### src/rtl/mtf_pkg.sv
// mtf_pkg: shared types and constants of the move-to-front list
// used by mtf_cell and move_to_front_list_core; no dependencies
package mtf_pkg;

    localparam int CAPACITY  = 16;
    localparam int KEY_WIDTH = 32;
    localparam int CNT_W     = $clog2(CAPACITY + 1);
    localparam int KIND_W    = 2;
    localparam int KEY_IN_W  = 32;
    localparam int CNT_OUT_W = 5;

    typedef enum logic [KIND_W-1:0] {
        KIND_ADD   = 2'd0,
        KIND_FIND  = 2'd1,
        KIND_CLEAR = 2'd2
    } t_kind;

    typedef logic [KEY_WIDTH-1:0] t_key;

    typedef struct packed {
        logic add_ok;
        logic find;
        logic hit_any;
    } t_cell_ctl;

endpackage

### src/rtl/mtf_cell.sv
// mtf_cell: one list position, holds a key and shifts from its front neighbor
// depends on mtf_pkg
module mtf_cell
    import mtf_pkg::*;
(
    input  logic      i_clk,
    input  t_cell_ctl i_ctl,
    input  logic      i_accept,
    input  t_key      i_key,
    input  t_key      i_prev_key,
    input  logic      i_occ,
    input  logic      i_hit_in,
    output logic      o_hit_out,
    output t_key      o_entry
);

    t_key r_entry;
    t_key n_entry;
    logic w_match;
    logic w_shift;

    assign w_match   = i_occ && i_ctl.find && (r_entry == i_key);
    assign o_hit_out = i_hit_in || w_match;
    // shift when adding, or when the first hit is at or behind this position
    assign w_shift   = i_ctl.add_ok || (i_ctl.find && i_ctl.hit_any && !i_hit_in);
    assign n_entry   = w_shift ? i_prev_key : r_entry;
    assign o_entry   = r_entry;

    always_ff @(posedge i_clk) begin
        if (i_accept) begin
            r_entry <= n_entry;
        end
    end

endmodule

### src/rtl/move_to_front_list_core.sv
// move_to_front_list_core: self-adjusting move-to-front key list, top level
// depends on mtf_pkg and mtf_cell
//
//  channel | signals                          | direction
//  request | i_valid o_stall i_kind i_key     | in
//  result  | o_valid i_stall o_ok o_list_count| out
//
// one request per cycle while the result is not stalled; compare, first-hit chain
// and shift all happen in the row of cells in the cycle of acceptance, result registered
// the first-hit chain runs through all CAPACITY cells
// reset clears the count and the result valid; stored keys are not cleared
// a stalled result stalls requests only while it is still waiting
module move_to_front_list_core
    import mtf_pkg::*;
(
    input  logic                 i_clk,
    input  logic                 i_rst_n,
    input  logic                 i_valid,
    output logic                 o_stall,
    input  logic [KIND_W-1:0]    i_kind,
    input  logic [KEY_IN_W-1:0]  i_key,
    output logic                 o_valid,
    input  logic                 i_stall,
    output logic                 o_ok,
    output logic [CNT_OUT_W-1:0] o_list_count
);

    logic [CNT_W-1:0]          r_count;
    logic [CNT_W-1:0]          n_count;
    logic                      r_valid;
    logic                      r_ok;
    logic                      n_ok;
    logic                      w_accept;
    t_key                      w_key;
    t_cell_ctl                 w_ctl;
    logic [CAPACITY:0]         w_hit;
    logic [CAPACITY-1:0]       w_occ;
    t_key                      w_entry [CAPACITY];
    logic [CNT_W+CNT_OUT_W-1:0] w_count_ext;

    assign o_stall  = r_valid && i_stall;
    assign w_accept = i_valid && !o_stall;
    assign w_key    = i_key[KEY_WIDTH-1:0];

    assign w_ctl.add_ok  = (i_kind == KIND_ADD) && (r_count < CNT_W'(CAPACITY));
    assign w_ctl.find    = (i_kind == KIND_FIND);
    assign w_ctl.hit_any = w_hit[CAPACITY];
    assign w_hit[0]      = 1'b0;

    genvar g;
    generate
        for (g = 0; g < CAPACITY; g++) begin : g_cell
            assign w_occ[g] = (CNT_W'(g) < r_count);
            mtf_cell u_cell (
                .i_clk      (i_clk),
                .i_ctl      (w_ctl),
                .i_accept   (w_accept),
                .i_key      (w_key),
                .i_prev_key ((g == 0) ? w_key : w_entry[(g == 0) ? 0 : g - 1]),
                .i_occ      (w_occ[g]),
                .i_hit_in   (w_hit[g]),
                .o_hit_out  (w_hit[g+1]),
                .o_entry    (w_entry[g])
            );
        end
    endgenerate

    always_comb begin
        n_count = r_count;
        n_ok    = 1'b0;
        case (i_kind)
            KIND_ADD: begin
                if (w_ctl.add_ok) begin
                    n_count = r_count + CNT_W'(1);
                    n_ok    = 1'b1;
                end
            end
            KIND_FIND: begin
                n_ok = w_hit[CAPACITY];
            end
            KIND_CLEAR: begin
                n_count = '0;
                n_ok    = 1'b1;
            end
            default: begin
                n_ok = 1'b0;
            end
        endcase
    end

    always_ff @(posedge i_clk) begin
        if (!i_rst_n) begin
            r_count <= '0;
            r_valid <= 1'b0;
        end else begin
            if (w_accept) begin
                r_count <= n_count;
                r_valid <= 1'b1;
            end else if (!i_stall) begin
                r_valid <= 1'b0;
            end
        end
    end

    always_ff @(posedge i_clk) begin
        if (w_accept) begin
            r_ok <= n_ok;
        end
    end

    assign w_count_ext  = {{CNT_OUT_W{1'b0}}, r_count};
    assign o_valid      = r_valid;
    assign o_ok         = r_ok;
    assign o_list_count = w_count_ext[CNT_OUT_W-1:0];

    a_count_bound: assert property (@(posedge i_clk) disable iff (!i_rst_n)
        r_count <= CNT_W'(CAPACITY))
        else $error("list count above capacity");

    a_clear: assert property (@(posedge i_clk) disable iff (!i_rst_n)
        w_accept && (i_kind == KIND_CLEAR) |=> (r_count == '0) && r_ok && r_valid)
        else $error("clear did not empty the list");

    a_add: assert property (@(posedge i_clk) disable iff (!i_rst_n)
        w_accept && w_ctl.add_ok |=> (r_count == $past(r_count) + CNT_W'(1))
            && (w_entry[0] == $past(w_key)))
        else $error("add did not place key at front");

    a_find_hit: assert property (@(posedge i_clk) disable iff (!i_rst_n)
        w_accept && w_ctl.find && w_hit[CAPACITY] |=> (w_entry[0] == $past(w_key))
            && (r_count == $past(r_count)) && r_ok)
        else $error("find hit did not move key to front");

endmodule
### config.mk
export PLATFORM = sky130hd
export DESIGN_NAME = move_to_front_list_core
export DESIGN_NICKNAME = d
export VERILOG_FILES = /design/src/rtl/mtf_pkg.sv /design/src/rtl/mtf_cell.sv /design/src/rtl/move_to_front_list_core.sv
export SDC_FILE = /design/constraint.sdc
export NUM_CORES = 1
export LEC_CHECK = 0
export CORE_ASPECT_RATIO = 0.7
export CORE_MARGIN = 1.5
export CORE_UTILIZATION = 50
export DETAILED_ROUTE_END_ITERATION = 12
export DONT_BUFFER_PORTS = 1
export HOLD_SLACK_MARGIN = 0.02
export MAX_ROUTING_LAYER = met4
export PLACE_DENSITY = 0.8
export RECOVER_POWER = 25
export SLEW_MARGIN = 25
export SYNTH_ARGS = -nofsm -noshare
export SYNTH_HDL_FRONTEND = slang
export SYNTH_SLANG_ARGS = --single-unit
### constraint.sdc
create_clock -name i_clk -period 5.3 [get_ports i_clk]
set_clock_uncertainty 0.05 [all_clocks]
set_input_delay 0.795 -clock i_clk [delete_from_list [all_inputs] [get_ports i_clk]]
set_output_delay 0.795 -clock i_clk [all_outputs]
set_load 0.01 [all_outputs]
==> results of run 1 <==
[power breakdown]
part,switching [mW],total [mW],internal [mW]
clock network,1.56,3.57,2.01
registers,0.0766,4.68,4.61
logic,0.276,0.451,0.175
[cell usage in the layout, fill, tap and decap left out, types with 15 or more instances in the layout]
master,count
buf_4,17
clkbuf_16,49
edfxtp_1,513
nand3_1,19
nand4_1,59
nor2_1,15
nor3_1,20
nor4_1,80
xnor2_1,215
xor2_1,297
[cell type report]
type                       instances  area, um2
tap                              594        743
sequential                       519      15500
multi-input combinational        785       6180
fill                            3381      19500
inverter                           6       22.5
clock inverter                    32        324
clock buffer                      60       1270
timing repair buffer              21        208
[logic make-up (layout without fill, tap and decap cells)]
group                    count (synthesis)  after routing  share of synthesized area, %
flip-flops                             519            519                          69.9
XOR/XNOR                               512            512                          20.2
AND/OR/NAND/NOR                        241            241                          6.33
buffers and inverters                   75            119                          2.44
AO/OA/AOI/OAI                           31             31                          1.03
adder cells (fa/ha/maj)                  1              1                        0.0564
[metrics by stage]
| stage | util [%] | cells |
|---|---|---|
| 2_1_floorplan | - | 1379 |
| 3_3_place_gp | 51.9 | 1925 |
| 3_5_place_dp | 51.9 | 1925 |
| 4_1_cts | 55.5 | 2017 |
| 5_1_grt | 55.5 | 2017 |
| 6_report | 55.5 | 2017 |
[flip-flops by register name, summed over array words and instances (netlist names)]
signal	count
o_ok	1
o_valid	1
g_cell.u_cell.o_entry	512
o_list_count	5
[path summary, 6_finish.rpt]
path	start	end	slack, ns	cells past startpoint
setup / recovery	o_list_count[4]	g_cell[4].u_cell.o_entry[3]	1.04	10
hold / removal	i_key[29]	g_cell[0].u_cell.o_entry[29]	0.24	0
setup reg to reg	o_list_count[4]	g_cell[4].u_cell.o_entry[3]	1.04	10
hold reg to reg	g_cell[14].u_cell.o_entry[17]	g_cell[15].u_cell.o_entry[17]	0.40	0
[metal layers]
| layer | routed length [um] | up-vias | GRT usage [%] |
|---|---|---|---|
| met5 | 0 | - | - |
| met4 | 591 | 0 | 3.90 |
| met3 | 11400 | 50 | 14.6 |
| met2 | 22300 | 953 | 32.7 |
| met1 | 25600 | 6169 | 41.8 |
| li1 | - | 5063 | - |
==> impl_metrics.env, run 1 <==
export IMPL_yosysMostFrequentCell="edfxtp_1"
export IMPL_hold_path_class="in2reg"
export IMPL_synth_seq_cells=519
export IMPL_track_usage_pct=27.7
export IMPL_clk_pin_slew_worst_paths_ns=0.06
export IMPL_path_common_cell="buf_4"
export IMPL_port_buffers=0
export IMPL_rsz0062_at_grt="false"
export IMPL_worst_pin_slew_ns=1.16
export IMPL_antenna_found_initial=0
export IMPL_synthesis_nets=1418
export IMPL_final_area_um2=24300
export IMPL_slew_headroom_pct=22.0
export IMPL_gp_congestion=1.00
export IMPL_dp_slack_ns=1.04
export IMPL_cts_tree="built"
export IMPL_antenna_cells=0
export IMPL_chipWidth_um=255
export IMPL_syn_area_per_cell_um2=16.1
export IMPL_num_vias=12200
export IMPL_post_cts_buffers=0
export IMPL_cts_num_sinks=519
export IMPL_die_area_um2=45700
export IMPL_synth_largest_area_cell="edfxtp_1"
export IMPL_crit_path_cell_trace="nor2_1 > a2111oi_0 > buf_4 > nand4_1 > nor4_1 > a2111o_1 > o211a_1 > buf_4 > nor2b_2 > buf_4"
export IMPL_ir_drop_mv=0.294
export IMPL_slew_violations=0
export IMPL_hold_viol=0
export IMPL_area_growth_pct=9.33
export IMPL_cpPeakStageDelay_ns=0.74
export IMPL_clock_latency_ns=0.60
export IMPL_yosys_top_cells_count="edfxtp_1, xor2_1, xnor2_1, nor4_1, nand4_1"
export IMPL_ys_warn_count=0
export IMPL_rows=64
export IMPL_start_util_pct=50.8
export IMPL_ctsResizeCount=0
export IMPL_setup_slack_ns=1.04
export IMPL_fmaxAchievable_mhz=235
export IMPL_crit_required_ns=5.51
export IMPL_tns_ns=0
export IMPL_ys_top_cells_by_area="edfxtp_1, xor2_1, xnor2_1"
export IMPL_final_nets=1421
export IMPL_critical_path_endpoint_type="register"
export IMPL_drt_vias_per_instance=6.07
export IMPL_cts_hold_buf=0
export IMPL_netlist_instances=1379
export IMPL_finalSetupViolCount=0
export IMPL_drtAntennaViolNets=0
export IMPL_critPathKind="reg2reg"
export IMPL_clockRootBuffer="clkbuf_16"
export IMPL_yosysUniqueCellTypes=48
export IMPL_grt_overflow_total=0
export IMPL_synth_top_area_share_pct=69.4
export IMPL_drc=0
export IMPL_arrival_ns=4.47
export IMPL_cp_max_fo=33
export IMPL_drt_iter0_markers=2088
export IMPL_status="complete, no violations"
export IMPL_cts_path_max_buffers=3
export IMPL_hpwl_mm=42.8
export IMPL_period_minus_slack_ns=4.26
export IMPL_grt_max_degree=34
export IMPL_p_per_area_nw_per_um2=359
export IMPL_finalCritPeriodShare_pct=80.4
export IMPL_drive_above_1_share_pct=7.66
export IMPL_synthArstFlopShare_pct=0
export IMPL_maxCapViolCount=0
export IMPL_routedWlPerCell_um=29.7
export IMPL_dpl_instance_area_um2=22700
export IMPL_synth_area_um2=22200
export IMPL_crit_family="compound AO/OA/AOI/OAI gates"
export IMPL_ys_flop_type="edfxtp_1"
export IMPL_path_buf_inv=3
export IMPL_cp_slowest_cell="a2111oi_0"
export IMPL_numCtsBuffers=49
export IMPL_grt_pass1_wl_mm=85.7
export IMPL_synth_edf_count=513
export IMPL_die_h_um=179
export IMPL_grt_pass1_vias=11800
export IMPL_p_leak_nw=7.70
export IMPL_drtPass1Iterations=5
export IMPL_htreeDepth=2
export IMPL_critPathLaunchType="register"
export IMPL_hold_ws_ns=0.241
export IMPL_drt_total_wl_mm=60.0
export IMPL_power_mw=8.70
export IMPL_io_pins=46
export IMPL_yosysSeqAreaShare_pct=69.9
export IMPL_core_um2=43700
(Power assumes the default switching activity.)
==> run 2, diff against run 1 <==
- ABC_AREA: not set -> 1
- PLACE_DENSITY: 0.8 -> 0.77
- clock period: 5.3 -> 4 ns (I/O delays scaled with it)
==> impl_metrics.env, run 2 <==
export IMPL_critical_path_endpoint_type="register"
export IMPL_maxCapViolCount=0
export IMPL_numCtsBuffers=48
export IMPL_netlist_instances=1861
export IMPL_pwr_share_comb_pct=5.9
export IMPL_post_cts_buffers=0
export IMPL_port_buffers=0
export IMPL_drt_total_wl_mm=80.3
export IMPL_synth_largest_area_cell="edfxtp_1"
export IMPL_synth_seq_cells=519
export IMPL_ys_flop_type="edfxtp_1"
export IMPL_min_delay_start="i_key[29]"
export IMPL_drive_above_1_share_pct=11.5
export IMPL_num_vias=16000
export IMPL_use_met3_pct=16.2
export IMPL_mostFrequentLayoutCells="edfxtp_1, nand2_1, xnor2_1"
export IMPL_reg2reg_from="o_list_count[2]"
export IMPL_ys_warn_count=0
export IMPL_drt_vias_per_instance=6.34
export IMPL_yosysSeqAreaShare_pct=67.3
export IMPL_tns_ns=0
export IMPL_drc=0
export IMPL_cts_path_max_buffers=3
export IMPL_final_nets=1930
export IMPL_clk_pin_slew_worst_paths_ns=0.06
export IMPL_htreeDepth=2
export IMPL_met2_usage_pct=42.7
export IMPL_drtPass1Iterations=5
export IMPL_rsz0062_at_grt="false"
export IMPL_hpwl_mm=57.0
export IMPL_arrival_ns=4.02
export IMPL_chipWidth_um=260
export IMPL_synthArstFlopShare_pct=0
export IMPL_largest_reg_flops=512
export IMPL_crit_required_ns=4.20
export IMPL_switching_share_pct=22.8
export IMPL_critPathLaunchType="register"
export IMPL_syn_area_per_cell_um2=12.4
export IMPL_synth_top_area_share_pct=66.8
export IMPL_gp_congestion=1.07
export IMPL_final_common_cell="edfxtp_1"
export IMPL_hold_path_class="in2reg"
export IMPL_dp_slack_ns=0.208
export IMPL_yosysMostFrequentCell="edfxtp_1"
export IMPL_synthesis_nets=1900
export IMPL_antenna_found_initial=2
export IMPL_finalCritPeriodShare_pct=95.4
export IMPL_yosys_top_cells_count="edfxtp_1, nand2_1, xnor2_1, inv_1, nor2_1"
export IMPL_setup_slack_ns=0.183
export IMPL_die_h_um=183
export IMPL_track_usage_pct=35.0
export IMPL_hold_ws_ns=0.0553
export IMPL_p_per_area_nw_per_um2=452
export IMPL_startpoint="o_list_count[2]"
export IMPL_ys_top_cells_by_area="edfxtp_1, xnor2_1, nand2_1"
export IMPL_cp_max_fo=19
export IMPL_worst_pin_slew_ns=0.951
export IMPL_p_int_mw=8.94
export IMPL_critPathKind="reg2reg"
export IMPL_grt_overflow_total=0
export IMPL_cts_num_sinks=519
export IMPL_fillers=3567
export IMPL_synth_area_um2=23100
export IMPL_synth_edf_count=513
export IMPL_clock_latency_ns=0.59
export IMPL_start_util_pct=50.9
export IMPL_fmaxAchievable_mhz=262
export IMPL_die_area_um2=47400
export IMPL_clock_power_share_pct=40.3
export IMPL_area_growth_pct=11.0
export IMPL_core_um2=45300
export IMPL_grt_pass1_vias=14700
export IMPL_drt_iter0_markers=3253
export IMPL_clockRootBuffer="clkbuf_16"
export IMPL_period_minus_slack_ns=3.82
export IMPL_slew_violations=0
export IMPL_top_usage_layer="met1"
export IMPL_globalRouteMet1Util_pct=51.3
export IMPL_p_sw_mw=2.64
export IMPL_yosysUniqueCellTypes=48
export IMPL_pwr_share_seq_pct=53.9
export IMPL_rows=65
export IMPL_status="complete, no violations"
export IMPL_hold_viol=0
export IMPL_drtAntennaViolNets=0
export IMPL_grt_max_degree=33
export IMPL_routedWlPerCell_um=31.7
export IMPL_slew_headroom_pct=36.4
export IMPL_ir_drop_mv=0.333
export IMPL_p_leak_nw=8.94
export IMPL_grt_pass1_wl_mm=111
export IMPL_finalSetupViolCount=0
export IMPL_cts_tree="built"
export IMPL_io_pins=46
==> run 2: layer usage <==
metal / part of all wire (%) / wire, um
met5: 0 / 0
met3: 20 / 15800
met4: 3.3 / 2650
met1: 40 / 31800
met2: 37 / 30000
==> run 2: what timing repair did <==
action / 4_1_cts / 5_1_grt
resized for setup: 0 / 2
hold buffers: 0 / 0
setup endpoints to repair: 0 / 393
==> run 2: layout make-up <==
type | instances | area (um2) | area share, %
sequential | 519 | 15500 | 60.7
multi-input combinational | 1120 | 6540 | 25.6
clock buffer | 60 | 1300 | 5.07
tap | 603 | 754 | 2.95
timing repair buffer | 52 | 616 | 2.41
inverter | 150 | 573 | 2.24
clock inverter | 25 | 283 | 1.11
antenna | 1 | 2.50 | 0.00978
==> run 2: path summary, 6_finish.rpt <==
check	cells past startpoint	endpoint	slack [ns]
hold / removal	0	g_cell[0].u_cell.o_entry[29]	0.06
hold reg to reg	0	g_cell[2].u_cell.o_entry[25]	0.40
setup reg to reg	13	g_cell[4].u_cell.o_entry[22]	0.18
setup / recovery	13	g_cell[4].u_cell.o_entry[22]	0.18
==> run 2: kinds of logic after synthesis <==
logic type / after synthesis / share of synthesized area, %
AO/OA/AOI/OAI: 184 / 5.16
XOR/XNOR: 252 / 9.57
adder cells (fa/ha/maj): 1 / 0.0543
buffers and inverters: 222 / 4.50
flip-flops: 519 / 67.3
AND/OR/NAND/NOR: 683 / 13.4
==> run 2: critical path, cell delays in order, from the launching register on <==
cell	delay [ns]
dfxtp_1	0.62
nand2_1	0.26
inv_1	0.15
nand2_1	0.14
buf_4	0.21
a2111oi_0	0.61
nand3_1	0.36
nand4_1	0.20
nand2_1	0.10
nand2_2	0.09
nand2_4	0.06
buf_12	0.20
nor2_2	0.10
buf_4	0.29
==> run 2: power by group through the flow <==
stage | combinational [mW] | clock (mW) | sequential, mW
2_1_floorplan | 0.515 | 0 | 6.28
3_3_place_gp | 0.636 | 0 | 6.34
3_5_place_dp | 0.648 | 0 | 6.34
4_1_cts | 0.655 | 4.66 | 6.23
5_1_grt | 0.721 | 4.89 | 6.24
6_report | 0.680 | 4.66 | 6.24
==> run 2: stage by stage <==
step / util [%] / cell area [um2] / std cells / total power, mW
detailed placement: 53.0 / 24000 / 2444 / 6.99
finish: 56.5 / 25600 / 2530 / 11.6
global route: 56.5 / 25600 / 2530 / 11.8
floorplan: - / 23100 / 1861 / 6.79
global placement: 53.0 / 24000 / 2444 / 6.98
CTS: 56.5 / 25600 / 2529 / 11.5
